[config.mk]
export PLATFORM = sky130hd
export DESIGN_NAME = sync_crc16_frame_receiver
export DESIGN_NICKNAME = d
export VERILOG_FILES = /design/src/rtl/core/sc16_pkg.sv /design/src/rtl/core/sync_crc16_frame_receiver.sv /design/src/rtl/core/sc16_frame_ctl.sv /design/src/rtl/core/sc16_out_reg.sv
export VERILOG_INCLUDE_DIRS = /design/src /design/src/rtl/core
export SDC_FILE = /design/constraint.sdc
export NUM_CORES = 1
export LEC_CHECK = 0
export BUFFER_PORTS_ARGS = -buffer_cell sky130_fd_sc_hd__buf_2
export CAP_MARGIN = 0
export CELL_PAD_IN_SITES_DETAIL_PLACEMENT = 1
export CELL_PAD_IN_SITES_GLOBAL_PLACEMENT = 1
export CORE_MARGIN = 5
export CORE_UTILIZATION = 48
export CTS_CLUSTER_SIZE = 8
export DETAILED_ROUTE_END_ITERATION = 7
export GPL_TIMING_DRIVEN = 0
export PLACE_DENSITY = 0.84
export SYNTH_ARGS = -nofsm -noshare
export SYNTH_HDL_FRONTEND = slang
export SYNTH_HIERARCHICAL = 1
export SYNTH_SLANG_ARGS = --single-unit
[constraint.sdc]
create_clock -name clk -period 5.3 [get_ports clk]
set_input_delay 0.53 -clock clk [delete_from_list [all_inputs] [get_ports clk]]
set_output_delay 0.53 -clock clk [all_outputs]
set_load 0.01 [all_outputs]
[src/rtl/core/sync_crc16_frame_receiver_macros.svh]
// Assertion helpers for the frame receiver; clk and rst are taken from the enclosing module.
`ifndef SYNC_CRC16_FRAME_RECEIVER_MACROS_SVH
`define SYNC_CRC16_FRAME_RECEIVER_MACROS_SVH
`ifndef NO_ASSERTIONS
`define SC16_ASSERT_IMP(lbl, ante, cons) \
  lbl: assert property (@(posedge clk) disable iff (rst) (ante) |-> (cons)) \
    else $error("sc16 check failed");
`define SC16_ASSERT_NXT(lbl, ante, cons) \
  lbl: assert property (@(posedge clk) disable iff (rst) (ante) |=> (cons)) \
    else $error("sc16 check failed");
`else
`define SC16_ASSERT_IMP(lbl, ante, cons)
`define SC16_ASSERT_NXT(lbl, ante, cons)
`endif
`endif

[src/rtl/core/sc16_pkg.sv]
package sc16_pkg;

  localparam logic [7:0]  SYNC_A        = 8'h41;
  localparam logic [7:0]  SYNC_B        = 8'h42;
  localparam logic [7:0]  SYNC_C        = 8'h43;
  localparam logic [15:0] CRC_POLY      = 16'h1021;
  localparam int          PAYLOAD_DEPTH = 8;
  localparam int          PIDX_W        = $clog2(PAYLOAD_DEPTH);
  localparam int          OUT_DATA_W    = 80;

  typedef enum logic [3:0] {
    ST_HUNT   = 4'b0001,
    ST_BODY   = 4'b0010,
    ST_CRC_LO = 4'b0100,
    ST_CRC_HI = 4'b1000
  } rx_state_t;

  typedef struct packed {
    logic        frame_ok;
    logic [15:0] good_frame_count;
    logic [PAYLOAD_DEPTH-1:0][7:0] payload;   // entry 0 is the command byte
  } frame_result_t;

  typedef struct packed {
    logic        hunting;
    logic [1:0]  sync_matched;
    logic [15:0] good_count;
  } rx_status_t;

  // MSB-first CRC-16, polynomial 0x1021, one byte
  function automatic logic [15:0] crc16_byte(input logic [15:0] crc, input logic [7:0] b);
    logic [15:0] c;
    c = crc ^ {b, 8'h00};
    for (int i = 0; i < 8; i++) begin
      c = c[15] ? ({c[14:0], 1'b0} ^ CRC_POLY) : {c[14:0], 1'b0};
    end
    return c;
  endfunction

endpackage

[src/rtl/core/sync_crc16_frame_receiver.sv]
// Channel  Dir  Word                                                    Accept
// s        in   tdata[7:0] rx_byte                                      s_tvalid & s_tready
// m        out  tdata: command, data_0..data_6, good_frame_count;       m_tvalid & m_tready
//               tuser: frame_ok
// One received byte is taken per cycle while s_tready is high; a frame result leaves
// from the output register in the cycle after its last CRC byte is taken.
// s_tready drops only while a finished result waits in the output register and
// m_tready is low.
// Synchronous reset returns to hunting with a zero good-frame count.
`include "sync_crc16_frame_receiver_macros.svh"

module sync_crc16_frame_receiver (
  input  logic        clk,
  input  logic        rst,
  input  logic        s_tvalid,
  output logic        s_tready,
  input  logic [7:0]  s_tdata,   // [7:0] rx_byte
  output logic        m_tvalid,
  input  logic        m_tready,
  // [7:0] command_byte, [15:8] data_0 .. [63:56] data_6, [79:64] good_frame_count
  output logic [sc16_pkg::OUT_DATA_W-1:0] m_tdata,
  output logic [0:0]  m_tuser    // [0] frame_ok
);
  import sc16_pkg::*;

  logic          fire;
  logic          res_valid;
  frame_result_t res;
  rx_status_t    status;

  assign fire = s_tvalid && s_tready;

  sc16_frame_ctl u_ctl (
    .clk       (clk),
    .rst       (rst),
    .fire      (fire),
    .rx_byte   (s_tdata),
    .res_valid (res_valid),
    .res       (res),
    .status    (status)
  );

  sc16_out_reg u_out (
    .clk       (clk),
    .rst       (rst),
    .res_valid (res_valid),
    .res       (res),
    .in_ready  (s_tready),
    .m_tvalid  (m_tvalid),
    .m_tready  (m_tready),
    .m_tdata   (m_tdata),
    .m_tuser   (m_tuser)
  );

  `SC16_ASSERT_NXT(a_result_shown, res_valid, m_tvalid)
  `SC16_ASSERT_IMP(a_count_matches, m_tvalid, m_tdata[79:64] == status.good_count)
  `SC16_ASSERT_IMP(a_sync_clear_in_frame, !status.hunting, status.sync_matched == 2'd0)

endmodule

[src/rtl/core/sc16_frame_ctl.sv]
module sc16_frame_ctl (
  input  logic                   clk,
  input  logic                   rst,
  input  logic                   fire,
  input  logic [7:0]             rx_byte,
  output logic                   res_valid,
  output sc16_pkg::frame_result_t res,
  output sc16_pkg::rx_status_t   status
);
  import sc16_pkg::*;

  localparam logic [PIDX_W-1:0] BODY_LAST = PIDX_W'(PAYLOAD_DEPTH - 1);

  rx_state_t              state;
  logic [1:0]             sync_matched;
  logic [PIDX_W-1:0]      idx;
  logic [15:0]            running_crc;
  logic [15:0]            good_count;
  logic [7:0]             crc_low_store;
  logic [PAYLOAD_DEPTH-1:0][7:0] payload_store;

  logic        frame_ok;
  logic [15:0] good_count_next;

  assign frame_ok        = ({rx_byte, crc_low_store} == running_crc);
  assign good_count_next = frame_ok ? good_count + 16'd1 : good_count;
  assign res_valid       = fire && (state == ST_CRC_HI);

  assign res.frame_ok         = frame_ok;
  assign res.good_frame_count = good_count_next;
  assign res.payload          = payload_store;

  assign status.hunting      = (state == ST_HUNT);
  assign status.sync_matched = sync_matched;
  assign status.good_count   = good_count;

  always_ff @(posedge clk) begin
    if (rst) begin
      state        <= ST_HUNT;
      sync_matched <= 2'd0;
      idx          <= '0;
      running_crc  <= 16'd0;
      good_count   <= 16'd0;
    end else if (fire) begin
      case (state)
        ST_HUNT: begin
          if (sync_matched == 2'd2 && rx_byte == SYNC_C) begin
            state        <= ST_BODY;
            sync_matched <= 2'd0;
            idx          <= '0;
            running_crc  <= 16'd0;
          end else if (sync_matched == 2'd1 && rx_byte == SYNC_B) begin
            sync_matched <= 2'd2;
          end else if (rx_byte == SYNC_A) begin
            // a broken sync may still start a new one
            sync_matched <= 2'd1;
          end else begin
            sync_matched <= 2'd0;
          end
        end
        ST_BODY: begin
          running_crc <= crc16_byte(running_crc, rx_byte);
          idx         <= idx + 1'b1;
          if (idx == BODY_LAST) begin
            state <= ST_CRC_LO;
          end
        end
        ST_CRC_LO: begin
          state <= ST_CRC_HI;
        end
        ST_CRC_HI: begin
          good_count   <= good_count_next;
          state        <= ST_HUNT;
          sync_matched <= 2'd0;
        end
        default: begin
          state        <= ST_HUNT;
          sync_matched <= 2'd0;
        end
      endcase
    end
  end

  always_ff @(posedge clk) begin
    if (fire && state == ST_BODY) begin
      payload_store[idx] <= rx_byte;
    end
    if (fire && state == ST_CRC_LO) begin
      crc_low_store <= rx_byte;
    end
  end

endmodule

[src/rtl/core/sc16_out_reg.sv]
module sc16_out_reg (
  input  logic                    clk,
  input  logic                    rst,
  input  logic                    res_valid,
  input  sc16_pkg::frame_result_t res,
  output logic                    in_ready,
  output logic                    m_tvalid,
  input  logic                    m_tready,
  output logic [sc16_pkg::OUT_DATA_W-1:0] m_tdata,
  output logic [0:0]              m_tuser
);
  import sc16_pkg::*;

  assign in_ready = !m_tvalid || m_tready;

  always_ff @(posedge clk) begin
    if (rst) begin
      m_tvalid <= 1'b0;
    end else if (res_valid) begin
      m_tvalid <= 1'b1;
    end else if (m_tready) begin
      m_tvalid <= 1'b0;
    end
  end

  // hold the word until it is taken
  always_ff @(posedge clk) begin
    if (res_valid) begin
      m_tdata <= {res.good_frame_count, res.payload};
      m_tuser <= res.frame_ok;
    end
  end

endmodule
==> results.md, run 1 <==
Route:
- The detailed router finished its first iteration with 273 violations.
- The number of design rule violations left after detail routing is 0.
- For this block, wires on met1 add up to 7279 um.
- The top layer reached by signal wires is met4.
- The detailed-routed wire length on met3 is 950 um.
- The via density per instance is 5.396.
- The routed design uses 8369 um of met2 wire.
- The detailed router placed 4,236 vias in this run.
- The detail route stage leaves a number of antenna-violating nets equal to 0.
- The pre-antenna-repair detailed-routing pass consisted of 5 iterations.
- In the final routed layout, each cell accounts on average for 21.49 um.
- Wires add up to 16,870 um.

Floorplan:
- The initial cell density of the core is 48.39%.
- The total I/O pin count is 95.
- The die is 132.9 um tall.
- The width of the die is 132.9 um.
- In this run the standard cell core region covers 14,980 um^2.
- The die covers 17,660 um^2.
- The row count is 45.

Synth:
- Sorting the synthesized cells by area gives the leading types as sky130_fd_sc_hd__edfxtp_1 (63%), sky130_fd_sc_hd__dfxtp_1 (12%), sky130_fd_sc_hd__xor2_1 (2.8%).
- The share of synthesized area spent on multiplexers is 2.624%.
- Yosys printed 6 warnings.
- The cell area after synthesis is 7247 um^2.
- The distinct cell type count after synthesis is 45.
- Averaged over all synthesized cells, the footprint is 15.39 um^2.
- The post-synthesis register bit count is 195.
- The post-synthesis compound-gate area fraction is 2.970%.
- After Yosys synthesis, XOR and XNOR cells account for 6.215% of the synthesized area.
- Synthesis produced a netlist whose cell count is 471.
- The synthesized netlist devotes 0.5180% of its cell area to adder and majority cells.
- Synthesis produced a netlist with a net count of 486.
- After synthesis, the largest family of logic cells by area is simple AND/OR/NAND/NOR gates.
- The part of the Yosys area used for sequential elements is 75.00%.
- The simple logic cell fraction of the synthesized area is 11.08%.
- The proportion of netlist area held by the largest area contributor is 63.40%.
- The largest area contributor in the netlist is sky130_fd_sc_hd__edfxtp_1.

STA:
- Setup violations remaining at the end of the flow were counted as 0.
- The worst slew margin relative to its limit is 21.71%.
- The final critical-path setup slack is 2406 ps.
- The final max-slew violation count is 0.
- The part of the cycle the worst path needs is 54.60%.
- The final-report hold violation count is 0.
- For the final routed database, the setup TNS stands at 0 ps.
- The maximum clock rate is 0.3456 GHz.
- Across all hold checks on the routed design, the worst slack comes to 271.0 ps.
- Setup repair after global routing left no endpoint under its margin.
- At the pin with the least slew margin, the transition time is 1165 ps.
- The time the worst path needs with I/O delays and setup is 2894 ps.
- The worst-case clock skew is 9.475 ps.

Final layout:
- The total inserted antenna cells is 0.
- The net count of the finished layout is 600.
- The layout has 1,465 filler cells.
- Once layout is complete, the utilization of the core stands at 57.02%.
- The area growth from synthesis to final layout is 17.83%.
- The share of post-route cells with drive strength above 1 is 26.80%.
- The sequential cell area is 5435 um^2.
- The finished cells cover 8539 um^2.
- The area of combinational cells with multiple inputs is 1702 um^2.
- After the flow finishes, the layout carries non-filler instances totaling 785.

Critical path:
- The endpoint class of the critical path is a flop.
- The type of the worst setup path is reg -> reg.
- The kind of start point of the critical path is a flop.
- For the worst setup path, the data arrival time is 2940 ps.
- In this run the worst path has a maximum fanout of 8.
- Data on the critical path is required at its endpoint by 5340 ps.

Place:
- The final RePlAce weighted congestion is 0.8169.
- In this run, placement finished with an instance count of 754.
- The half-perimeter wire length of the detailed placement result is 10,660 um.
- Port buffering added 94 buffers.
- The worst slack at placement is 1993 ps.
- After detailed placement, the total cell area comes to 7983 um^2.

Power and ir drop:
- The power per standard cell area is 337.9 nW/um^2.
- Summing internal, switching and leakage power gives 2.886 mW.
- The leakage component of the power is 2.967 nW.
- The maximum ir drop on the vdd rail is 0.1942 mV.

Global route:
- The wire length of the first global-routing pass is 26,830 um.
- The total overflow reported by the global router is 0.
- The initial antenna violation count was 0.
- The via count of the first global-routing pass was 4,551.
- Entering global routing, the biggest net connects 79 pins.
- For this run, the total global-route usage over all layers was measured as 19.97%.

Clock tree:
- Counting every sink on the clock net gives 195.
- The CTS root buffer is sky130_fd_sc_hd__clkbuf_16.
- The hold buffer count at CTS is 0.
- Buffers added to address setup during post-CTS repair amount to 0.
- The longest clock path from root to sink contains 2 buffers.
- The total CTS buffers is 17.
- Clock-pin slew was measured on the worst setup and hold paths at 70 ps.
- CTS built an H-tree with a depth of 4.
- For the worst-skew pair, the clock arrives at the later sink with an insertion delay of 430 ps.
- TritonCTS built the clock tree.
- The quantity of gates resized following cts is 0.

Job:
- Max-cap violations in this run came to 0.

Worst hold path:
- The min-delay analysis places its worst path in the category in -> reg.

Run status:
- The flow ran to the end, and the final reports show no timing, DRC or antenna violations.
## cell usage after synthesis, drive strengths merged
master / number
a22o: 6
a211oi: 1
xor2: 23
o21ai: 12
nand2: 30
xnor2: 25
o31ai: 1
nor4: 15
nor2: 32
nand2b: 9
nor4bb: 1
nand4: 4
nor2b: 18
nand3: 8
nor3b: 4
o21bai: 1
nor4b: 1
and3: 1
or4: 3
o21ba: 1
nor3: 19
nand3b: 1
a21oi: 3
mux2: 16
ha: 3
edfxtp: 153
mux2i: 1
and4: 1
inv: 5
a22oi: 2
a31oi: 2
nand4b: 2
buf: 6
o22ai: 3
dfxtp: 42
clkbuf: 13
and2: 1
or3: 2
## final timing paths
check	start	to	slack (ps)	cells after the start
worst max-delay path	u_out/m_tvalid$_SDFFE_PP0P_	u_ctl/res[11]$_DFFE_PP_	2410	7
worst min-delay path	rst	u_out/m_tvalid$_SDFFE_PP0P_	270	2
worst max register to register	u_out/m_tvalid$_SDFFE_PP0P_	u_ctl/res[11]$_DFFE_PP_	2410	7
worst min register to register	u_ctl/res[60]$_DFFE_PP_	u_out/m_tdata[60]$_DFFE_PP_	420	0
## per-layer routing
| layer | global-route usage (%) | vias up |
|---|---|---|
| li1 | - | 1960 |
| met1 | 25.42 | 2112 |
| met2 | 33.80 | 141 |
| met3 | 4.791 | 23 |
| met4 | 6.467 | 0 |
| met5 | 0 | - |
## cells in the final DEF (no fill, tap or decap), types with 2 or more instances in the layout
cell type                    instances
sky130_fd_sc_hd__a21oi_1             2
sky130_fd_sc_hd__a22o_1              6
sky130_fd_sc_hd__a22oi_1             2
sky130_fd_sc_hd__a31oi_1             2
sky130_fd_sc_hd__buf_2              96
sky130_fd_sc_hd__buf_4               2
sky130_fd_sc_hd__buf_6               2
sky130_fd_sc_hd__clkbuf_1           13
sky130_fd_sc_hd__clkbuf_16          17
sky130_fd_sc_hd__clkinv_2            2
sky130_fd_sc_hd__clkinv_4            3
sky130_fd_sc_hd__clkinvlp_4          3
sky130_fd_sc_hd__dfxtp_1            42
sky130_fd_sc_hd__edfxtp_1          153
sky130_fd_sc_hd__ha_1                3
sky130_fd_sc_hd__inv_1               4
sky130_fd_sc_hd__inv_6               2
sky130_fd_sc_hd__inv_8               3
sky130_fd_sc_hd__mux2_2             16
sky130_fd_sc_hd__nand2_1            30
sky130_fd_sc_hd__nand2b_1            8
sky130_fd_sc_hd__nand3_1             8
sky130_fd_sc_hd__nand4_1             4
sky130_fd_sc_hd__nand4b_1            2
sky130_fd_sc_hd__nor2_1             32
sky130_fd_sc_hd__nor2b_1            18
sky130_fd_sc_hd__nor3_1             18
sky130_fd_sc_hd__nor3b_1             4
sky130_fd_sc_hd__nor4_1             14
sky130_fd_sc_hd__o21ai_0            12
sky130_fd_sc_hd__o22ai_1             3
sky130_fd_sc_hd__or3_1               2
sky130_fd_sc_hd__or4_1               2
sky130_fd_sc_hd__xnor2_1            21
sky130_fd_sc_hd__xnor2_2             4
sky130_fd_sc_hd__xor2_1             23
## state kept, by name (all words and copies together) (netlist names)
name                 flops
u_ctl/idx                3
u_ctl/res               64
u_ctl/running_crc       16
u_ctl/state              4
u_out/m_tuser            1
u_out/m_tvalid           1
u_ctl/crc_low_store      8
u_out/m_tdata           80
u_ctl/sync_matched       2
u_ctl/good_count        16
## final cells by class
| type | count | area share (%) |
|---|---|---|
| sequential | 195 | 63.65 |
| multi-input combinational | 252 | 19.93 |
| timing repair buffer | 95 | 5.832 |
| clock buffer | 17 | 4.982 |
| tap | 188 | 2.755 |
| clock inverter | 14 | 1.480 |
| buffer | 19 | 1.128 |
| inverter | 5 | 0.2491 |
## where the power goes
| group | total (mW) | leakage (nW) | switching, mW | internal, mW |
|---|---|---|---|---|
| Sequential | 1.63 | 1.69 | 0.00000791 | 1.63 |
| Clock | 1.19 | 0.264 | 0.580 | 0.613 |
| Combinational | 0.0584 | 1.02 | 0.0411 | 0.0173 |
## worst max-delay path, stage by stage (launching register included)
cell and delay (ps):
sky130_fd_sc_hd__dfxtp_1 340, sky130_fd_sc_hd__nand2b_4 80, sky130_fd_sc_hd__and2_1 300, sky130_fd_sc_hd__nor2b_1 220
sky130_fd_sc_hd__and3_1 160, sky130_fd_sc_hd__clkbuf_1 280, sky130_fd_sc_hd__nand2_1 210, sky130_fd_sc_hd__nor3_1 920
## cells by family (layout without fill, tap and decap cells)
group                    after synthesis  in the layout
flip-flops                           195            195
AND/OR/NAND/NOR                      152            152
XOR/XNOR                              48             48
AO/OA/AOI/OAI                         32             32
buffers and inverters                 24            150
multiplexers                          17             17
adder cells (fa/ha/maj)                3              3
No activity file was read; power rests on OpenSTA's default activity.
==> run 2, diff against run 1 <==
==> constraint.sdc (replaced) <==
create_clock -name clk -period 2.98 [get_ports clk]
set_input_delay 0.298 -clock clk [delete_from_list [all_inputs] [get_ports clk]]
set_output_delay 0.298 -clock clk [all_outputs]
set_load 0.01 [all_outputs]
==> run 2 against run 1 <==
Against the previous run: total power is 79% higher; worst hold slack worse by 230 ps; clock power is 81% higher; die area is the same; routed wire length decreased by 2.3%; combinational power rose by 76%; sequential power up 79%; clock skew about the same; sequential cell count did not move; non-clock buffer count is 1 higher; critical path depth up 1; critical path type unchanged.
==> results.md, run 2 (synthesis results as in run 1) <==
Floorplan:
- The initial cell density of the core is 48.39% (unchanged).
- The total I/O pin count was 95 (unchanged).
- The width of the die is 132.9 um (unchanged).
- The standard cell core area is 14,980 um^2 (unchanged).
- The die footprint was 17,660 um^2 (unchanged).
- The row count was 45 (unchanged).
- The overall die height is 132.9 um (unchanged).

Critical path:
- The critical path required time is 3160 ps (-2180 ps).
- Among all stages on the critical path, the largest delay is contributed by sky130_fd_sc_hd__clkinvlp_4.
- The type of the worst setup path is reg -> reg.
- The worst path buffer plus inverter count is 4 (+3).
- The internal reg-to-reg setup slack is 250 ps (-2150 ps).
- The maximum fanout count along the critical path came to 42 (+34).
- Walking the worst path, the cells encountered are nand2b_4, and2_1, nor2b_1, nand3_1, clkbuf_2, clkinvlp_4, buf_16, buf_12.
- The largest incremental delay on the critical path is 540 ps (-380 ps).
- The kind of start point of the critical path is a flop.
- The arrival time of the worst setup path was 2900 ps (-40 ps).
- The cell family contributing the most delay on the critical path is buffers and inverters.
- The worst setup path is captured at a flop.

Final layout:
- Leaving out fill and tap cells, the most frequent cell in the layout is sky130_fd_sc_hd__edfxtp_1.
- The largest register by flop count is u_out/m_tdata.
- The utilization after layout is 57.36% (+0.34 points).
- The post-layout net count is 601 (+0.17%).
- The number of inserted filler cells in the final layout came to 1,458 (-0.48%).
- The number of flip-flops under the largest register name is 80 (unchanged).
- The share of post-route cells with drive strength above 1 came to 27.38% (+0.58 points).
- The area growth from synthesis to final layout is 18.54%.
- The total inserted antenna cells is 0 (unchanged).
- In the layout the commonest cells are sky130_fd_sc_hd__edfxtp_1 (153), sky130_fd_sc_hd__buf_2 (96), sky130_fd_sc_hd__dfxtp_1 (42), sky130_fd_sc_hd__nor2_1 (32), sky130_fd_sc_hd__nand2_1 (30).

Global route:
- The total overflow reported by the global router is 0 (unchanged).
- The wire length of the first global-routing pass was 26,320 um (-1.9%).
- The initial antenna violation count was 0 (unchanged).
- The combined global-route utilization of all metal layers was 19.33% (-0.65 points).
- The pin count of the biggest net entering global routing came to 43 (-46%).
- The via count of the first global-routing pass is 4,542 (-0.20%).

Clock tree:
- The clock tree from TritonCTS is built.
- The total CTS buffers came to 17 (unchanged).
- The post-CTS clock slew at the launch and capture registers of the worst setup and hold paths is 70 ps (about the same).
- The number of buffers on the longest clock path is 2 (unchanged).
- The post-CTS setup buffer count is 0 (unchanged).
- The CTS root buffer is sky130_fd_sc_hd__clkbuf_16.
- The clock network latency to the later pin of the worst-skew pair is 430 ps (about the same).
- The H-tree depth came to 4 (unchanged).
- The number of clock sinks seen by CTS came to 195 (unchanged).

STA:
- The number of setup violations in the final report is 0 (unchanged).
- The final hold slack came to 36.71 ps (-234.3 ps).
- The worst-case clock skew is 9.275 ps (-0.1997 ps).
- The final max-slew violation count is 0 (unchanged).
- The part of the cycle the worst path needs was 91.47% (+37 points).
- The worst slew margin relative to its limit was 43.37% (+22 points).
- The time the worst path needs with I/O delays and setup is 2726 ps (-167.7 ps).
- The pin slew with the least headroom to its limit was 846.3 ps (-319.1 ps).
- The final-report hold violation count is 0 (unchanged).
- Setup repair after global routing left no endpoint under its margin.
- The maximum clock rate is 0.3669 GHz (+6.2%).

Route:
- The iteration-0 DRC count of the detailed router is 360 (+32%).
- The post-detailed-route wirelength per cell came to 20.94 um (-2.5%).
- The routed via count is 4,258 (+0.52%).
- The number of design rule violations left after detail routing came to 0 (unchanged).
- The remaining number of nets flagged by the antenna check after routing came to 0 (unchanged).
- The number of iterations in the first detailed-routing pass is 4 (-1).
- The via density per instance is 5.410 (+0.26%).
- The final routed wirelength across all metal layers came to 16,480 um (-2.3%).

Worst hold path:
- The type of the most critical hold path is in -> reg.

Job:
- The count of maximum capacitance violations is 0 (unchanged).

Run status:
- The flow ran to the end, and the final reports show no timing, DRC or antenna violations.

Power and ir drop:
- The maximum ir drop on the vdd rail is 0.3977 mV (+100%).
- The overall power after layout is 5.159 mW (+79%).
- The leakage component of the power was 2.975 nW (+0.24%).
- The power per standard cell area is 600.6 nW/um^2 (+78%).

Place:
- The count of buffers from port buffering was 94 (unchanged).
- The final RePlAce weighted congestion is 0.7954 (-2.6%).
- The half-perimeter wire length of the detailed placement result was 10,770 um (+1.0%).
-- run 2: cell types whose count changed in the layout (fill, tap and decap cells not counted), sizes merged --
cell,delta
clkinv,-2
buf,+1
clkinvlp,+3
-- run 2: where the power goes --
part	switching [mW]	internal, mW	total, mW
registers	0.00000999	2.91	2.91
clock network	1.04	1.11	2.15
logic	0.0725	0.0309	0.103
total	1.12	4.04	5.16
-- run 2: what timing repair did --
| item | in CTS | in global routing |
|---|---|---|
| hold buffers | 0 | 0 |
| gates resized for setup | 0 | 2 |
| endpoints found under the setup margin | 0 | 16 |
-- run 2: final cells by class --
class	count	area, um^2	share of cell area, %
Tap cell	188	235.2	2.738
Clock buffer	17	425.4	4.952
Buffer	19	97.59	1.136
Multi-Input combinational cell	252	1712	19.92
Clock inverter	15	145.1	1.689
Timing Repair Buffer	96	518.0	6.030
Inverter	5	22.52	0.2622
Sequential cell	195	5435	63.27
-- run 2: path summary, 6_finish.rpt --
check / startpoint / depth (start not counted) / endpoint
worst max-delay path: u_out/m_tvalid$_SDFFE_PP0P_ / 8 / u_out/m_tdata[51]$_DFFE_PP_
worst min-delay path: rst / 2 / u_out/m_tvalid$_SDFFE_PP0P_
worst max register to register: u_out/m_tvalid$_SDFFE_PP0P_ / 8 / u_out/m_tdata[51]$_DFFE_PP_
worst min register to register: u_ctl/res[31]$_DFFE_PP_ / 0 / u_out/m_tdata[31]$_DFFE_PP_
-- run 2: routing by layer --
layer  part of all wire (%)  global-route usage (%)  up-vias
li1                       -                       -     1962
met1                     41                   24.02     2143
met2                     52                   33.80      141
met3                    6.0                   5.019       12
met4                   0.91                   4.734        0
met5                      0                       0        -
-- run 2: through the flow --
stage	instance area [um^2]	worst slack, ps	TNS (ps)	std cells
6_report	8591	254.1	0	787
4_1_cts	8581	39.44	0	787
2_1_floorplan	7257	25.30	0	471
3_3_place_gp	7963	-620.4	-44910	753
3_5_place_dp	8010	-61.87	-767.8	755
5_1_grt	8591	76.95	0	787
==> run 3, diff against run 2 <==
--- a/config.mk
+++ b/config.mk
@@ -8,14 +8,15 @@
 export LEC_CHECK = 0
 export BUFFER_PORTS_ARGS = -buffer_cell sky130_fd_sc_hd__buf_2
 export CAP_MARGIN = 0
-export CELL_PAD_IN_SITES_DETAIL_PLACEMENT = 1
-export CELL_PAD_IN_SITES_GLOBAL_PLACEMENT = 1
+export CELL_PAD_IN_SITES_DETAIL_PLACEMENT = 2
+export CELL_PAD_IN_SITES_GLOBAL_PLACEMENT = 2
 export CORE_MARGIN = 5
-export CORE_UTILIZATION = 48
+export CORE_UTILIZATION = 41
 export CTS_CLUSTER_SIZE = 8
 export DETAILED_ROUTE_END_ITERATION = 7
 export GPL_TIMING_DRIVEN = 0
 export PLACE_DENSITY = 0.84
+export SETUP_SLACK_MARGIN = 0.2
 export SYNTH_ARGS = -nofsm -noshare
 export SYNTH_HDL_FRONTEND = slang
 export SYNTH_HIERARCHICAL = 1
==> run 3 against run 2 <==
Against the previous run: worst hold slack better by 2.8 ps; clock skew rose by 0.54 ps; register-to-register slack worse by 30 ps; routed wire length is 51% higher; cell count increased by 5.3%; total power up 4.3%; via count rose by 10%; critical path type unchanged; largest power group unchanged.
==> results.md, run 3 (synthesis results as in run 1) <==
Final layout:
- The register with the most flip-flops in the final layout is u_out/m_tdata.
- The number of flip-flops under the largest register name is 80 (unchanged).
- The number of inserted filler cells in the final layout was 1,581 (+8.4%).
- The share of post-route cells with drive strength above 1 is 29.30% (+1.9 points).
- The commonest non-fill, non-tap cell in the layout is sky130_fd_sc_hd__edfxtp_1.
- The area growth from synthesis to final layout is 21.86%.
- In the layout the commonest cells are sky130_fd_sc_hd__edfxtp_1 (153), sky130_fd_sc_hd__buf_2 (96), sky130_fd_sc_hd__dfxtp_1 (41), sky130_fd_sc_hd__nand2_1 (30), sky130_fd_sc_hd__nor2_1 (26).
- The post-layout net count is 606 (+0.83%).
- The total inserted antenna cells is 0 (unchanged).
- The area of combinational cells with multiple inputs is 1818 um^2 (+6.2%).
- The sequential cell area is 5436 um^2 (about the same).

Critical path:
- The startpoint identified for the worst register-to-register timing path is u_ctl/running_crc[12]$_SDFFE_PP0P_.
- The maximum fanout count along the critical path is 10 (-76%).
- The worst flop-to-flop path endpoint is u_out/m_tdata[77]$_DFFE_PP_.
- The cell depth of the worst flop-to-flop path was 7 (-1).
- The destination of the critical timing path is u_out/m_tdata[77]$_DFFE_PP_.
- The kind of start point of the critical path is a flop.
- The endpoint class of the critical path is a flop.
- The type of the worst setup path is reg -> reg.
- The internal reg-to-reg setup slack is 220 ps (-30 ps).
- The critical path required time is 3200 ps (+40 ps).
- The arrival time of the worst setup path came to 2980 ps (+80 ps).
- The most critical setup path has its startpoint at u_ctl/running_crc[12]$_SDFFE_PP0P_.

Floorplan:
- The total I/O pin count is 95 (unchanged).
- The initial cell density of the core is 41.90% (-6.5 points).
- The overall die height came to 143.0 um (+7.6%).
- The row count came to 48 (+6.7%).
- The standard cell core area is 17,300 um^2 (+15%).
- The die footprint is 20,430 um^2 (+16%).
- The width of the die came to 143.0 um (+7.6%).

STA:
- The maximum clock rate is 0.3624 GHz (-1.2%).
- The final critical-path setup slack is 220.4 ps (-33.69 ps).
- The time the worst path needs with I/O delays and setup is 2760 ps (+33.69 ps).
- The worst slew margin relative to its limit is 50.97% (+7.6 points).
- The final-report hold violation count came to 0 (unchanged).
- The number of setup violations in the final report is 0 (unchanged).
- Setup repair after global routing left no endpoint under its margin.
- The pin slew with the least headroom to its limit is 725.3 ps (-121.0 ps).
- The part of the cycle the worst path needs is 92.60% (+1.1 points).
- The aggregate negative setup slack is 0 ps (unchanged).
- The final max-slew violation count came to 0 (unchanged).
- The worst-case clock skew is 9.810 ps (+0.5354 ps).

Worst hold path:
- The number of cells on the worst hold path is 2 (unchanged).
- The worst hold path belongs to the class in -> reg.

Clock tree:
- The total CTS buffers is 17 (unchanged).
- The number of clock sinks seen by CTS is 195 (unchanged).
- The H-tree depth was 4 (unchanged).
- The post-CTS clock slew at the launch and capture registers of the worst setup and hold paths is 70 ps (about the same).
- The clock network latency to the later pin of the worst-skew pair is 440 ps (about the same).
- CTS placed an instance of sky130_fd_sc_hd__clkbuf_16 at the clock tree root.
- The clock tree from TritonCTS is built.
- The number of buffers on the longest clock path is 2 (unchanged).

Place:
- The worst slack at placement came to -303.3 ps (-241.5 ps).
- The half-perimeter wire length of the detailed placement result is 16,590 um (+54%).
- The count of buffers from port buffering came to 94 (unchanged).
- The final RePlAce weighted congestion came to 0.8024 (+0.88%).

Route:
- The number of iterations in the first detailed-routing pass is 5 (+1).
- The iteration-0 DRC count of the detailed router came to 386 (+7.2%).
- The number of design rule violations left after detail routing was 0 (unchanged).
- The routed via count is 4,689 (+10%).
- The via density per instance is 5.656 (+4.5%).
- The final routed wirelength across all metal layers came to 24,820 um (+51%).
- The remaining number of nets flagged by the antenna check after routing is 0 (unchanged).
- The post-detailed-route wirelength per cell was 29.94 um (+43%).

Power and ir drop:
- The leakage component of the power came to 3.025 nW (+1.7%).
- The power per standard cell area is 609.1 nW/um^2 (+1.4%).
- The maximum ir drop on the vdd rail was 0.3672 mV (-7.7%).

Job:
- The count of maximum capacitance violations is 0 (unchanged).

Global route:
- The total overflow reported by the global router came to 0 (unchanged).
- The combined global-route utilization of all metal layers is 24.50% (+5.2 points).
- The pin count of the biggest net entering global routing is 42 (-2.3%).
- The via count of the first global-routing pass is 4,980 (+9.6%).
- The initial antenna violation count is 1 (+1).
- The wire length of the first global-routing pass is 35,590 um (+35%).

Run status:
- The flow ran to the end, and the final reports show no timing, DRC or antenna violations.
-- run 3: changes by cell type in the layout (fill, tap and decap cells not counted), moves of 3 or more --
cell / previous run / this run
sky130_fd_sc_hd__clkbuf_8: 0 / 3
sky130_fd_sc_hd__nor4_1: 14 / 11
sky130_fd_sc_hd__inv_8: 4 / 1
sky130_fd_sc_hd__nor2_4: 0 / 6
sky130_fd_sc_hd__clkinvlp_4: 6 / 2
sky130_fd_sc_hd__nor2_1: 32 / 26
sky130_fd_sc_hd__nor4_2: 1 / 4
-- run 3: repair_timing --
item / CTS / global route
resized for setup: 10 / 14
hold buffers: 0 / 0
pin swaps: 4 / 3
cloned: 0 / 1
setup endpoints to repair: 72 / 122
setup buffers: 1 / 3
-- run 3: metrics by stage --
stage          util, %  cell area [um^2]  cells  hold slack [ps]  total power [mW]
4_1_cts          50.36              8711    825            29.06             5.428
3_3_place_gp     46.36              8019    790            400.9             3.066
3_5_place_dp     46.64              8066    792            406.2             3.079
2_1_floorplan        -              7267    471            353.1             3.019
6_report         51.06              8831    829            39.50             5.379
5_1_grt          51.06              8831    829            26.63             5.561
-- run 3: worst min-delay path by stage --
stage,from,endpoint,slack (ps)
6_report,rst,u_out/m_tvalid$_SDFFE_PP0P_,40
5_1_grt,rst,u_out/m_tvalid$_SDFFE_PP0P_,30
4_1_cts,rst,u_out/m_tvalid$_SDFFE_PP0P_,30
3_5_place_dp,u_ctl/res[10]$_DFFE_PP_,u_out/m_tdata[10]$_DFFE_PP_,410
3_3_place_gp,u_ctl/res[49]$_DFFE_PP_,u_out/m_tdata[49]$_DFFE_PP_,400
2_1_floorplan,rst,u_out/m_tvalid$_SDFFE_PP0P_,350
-- run 3: routing by layer --
layer	vias to the layer above	wire length [um]	global-route usage [%]
met3	47	1654	4.153
met2	223	12270	40.92
met4	2	570	8.254
met5	-	7	0
met1	2446	10310	32.65
li1	1971	-	-
-- run 3: report_power, final --
| group | total [mW] | switching [mW] | leakage, nW | internal (mW) |
|---|---|---|---|---|
| Sequential | 2.91 | 0.0000173 | 1.69 | 2.91 |
| Clock | 2.35 | 1.06 | 0.285 | 1.29 |
| Combinational | 0.121 | 0.0883 | 1.05 | 0.0330 |
-- run 3: critical path: stages (launching register included) --
cell and delay [ps]:
sky130_fd_sc_hd__dfxtp_1 350, sky130_fd_sc_hd__xnor2_2 390, sky130_fd_sc_hd__nand4_1 210, sky130_fd_sc_hd__or4_4 640, sky130_fd_sc_hd__buf_6 190, sky130_fd_sc_hd__buf_6 160
sky130_fd_sc_hd__nor3_1 270, sky130_fd_sc_hd__xor2_1 330
-- run 3: final cells by class --
cell class,count,share of cell area [%]
repair buffers,100,6.489
inverters,5,0.2550
clock buffers,22,5.256
well taps,225,3.188
flip-flops and latches,195,61.56
repair inverters,1,0.05667
plain buffers,19,1.218
clock inverters,10,1.388
multi-input cells,252,20.59
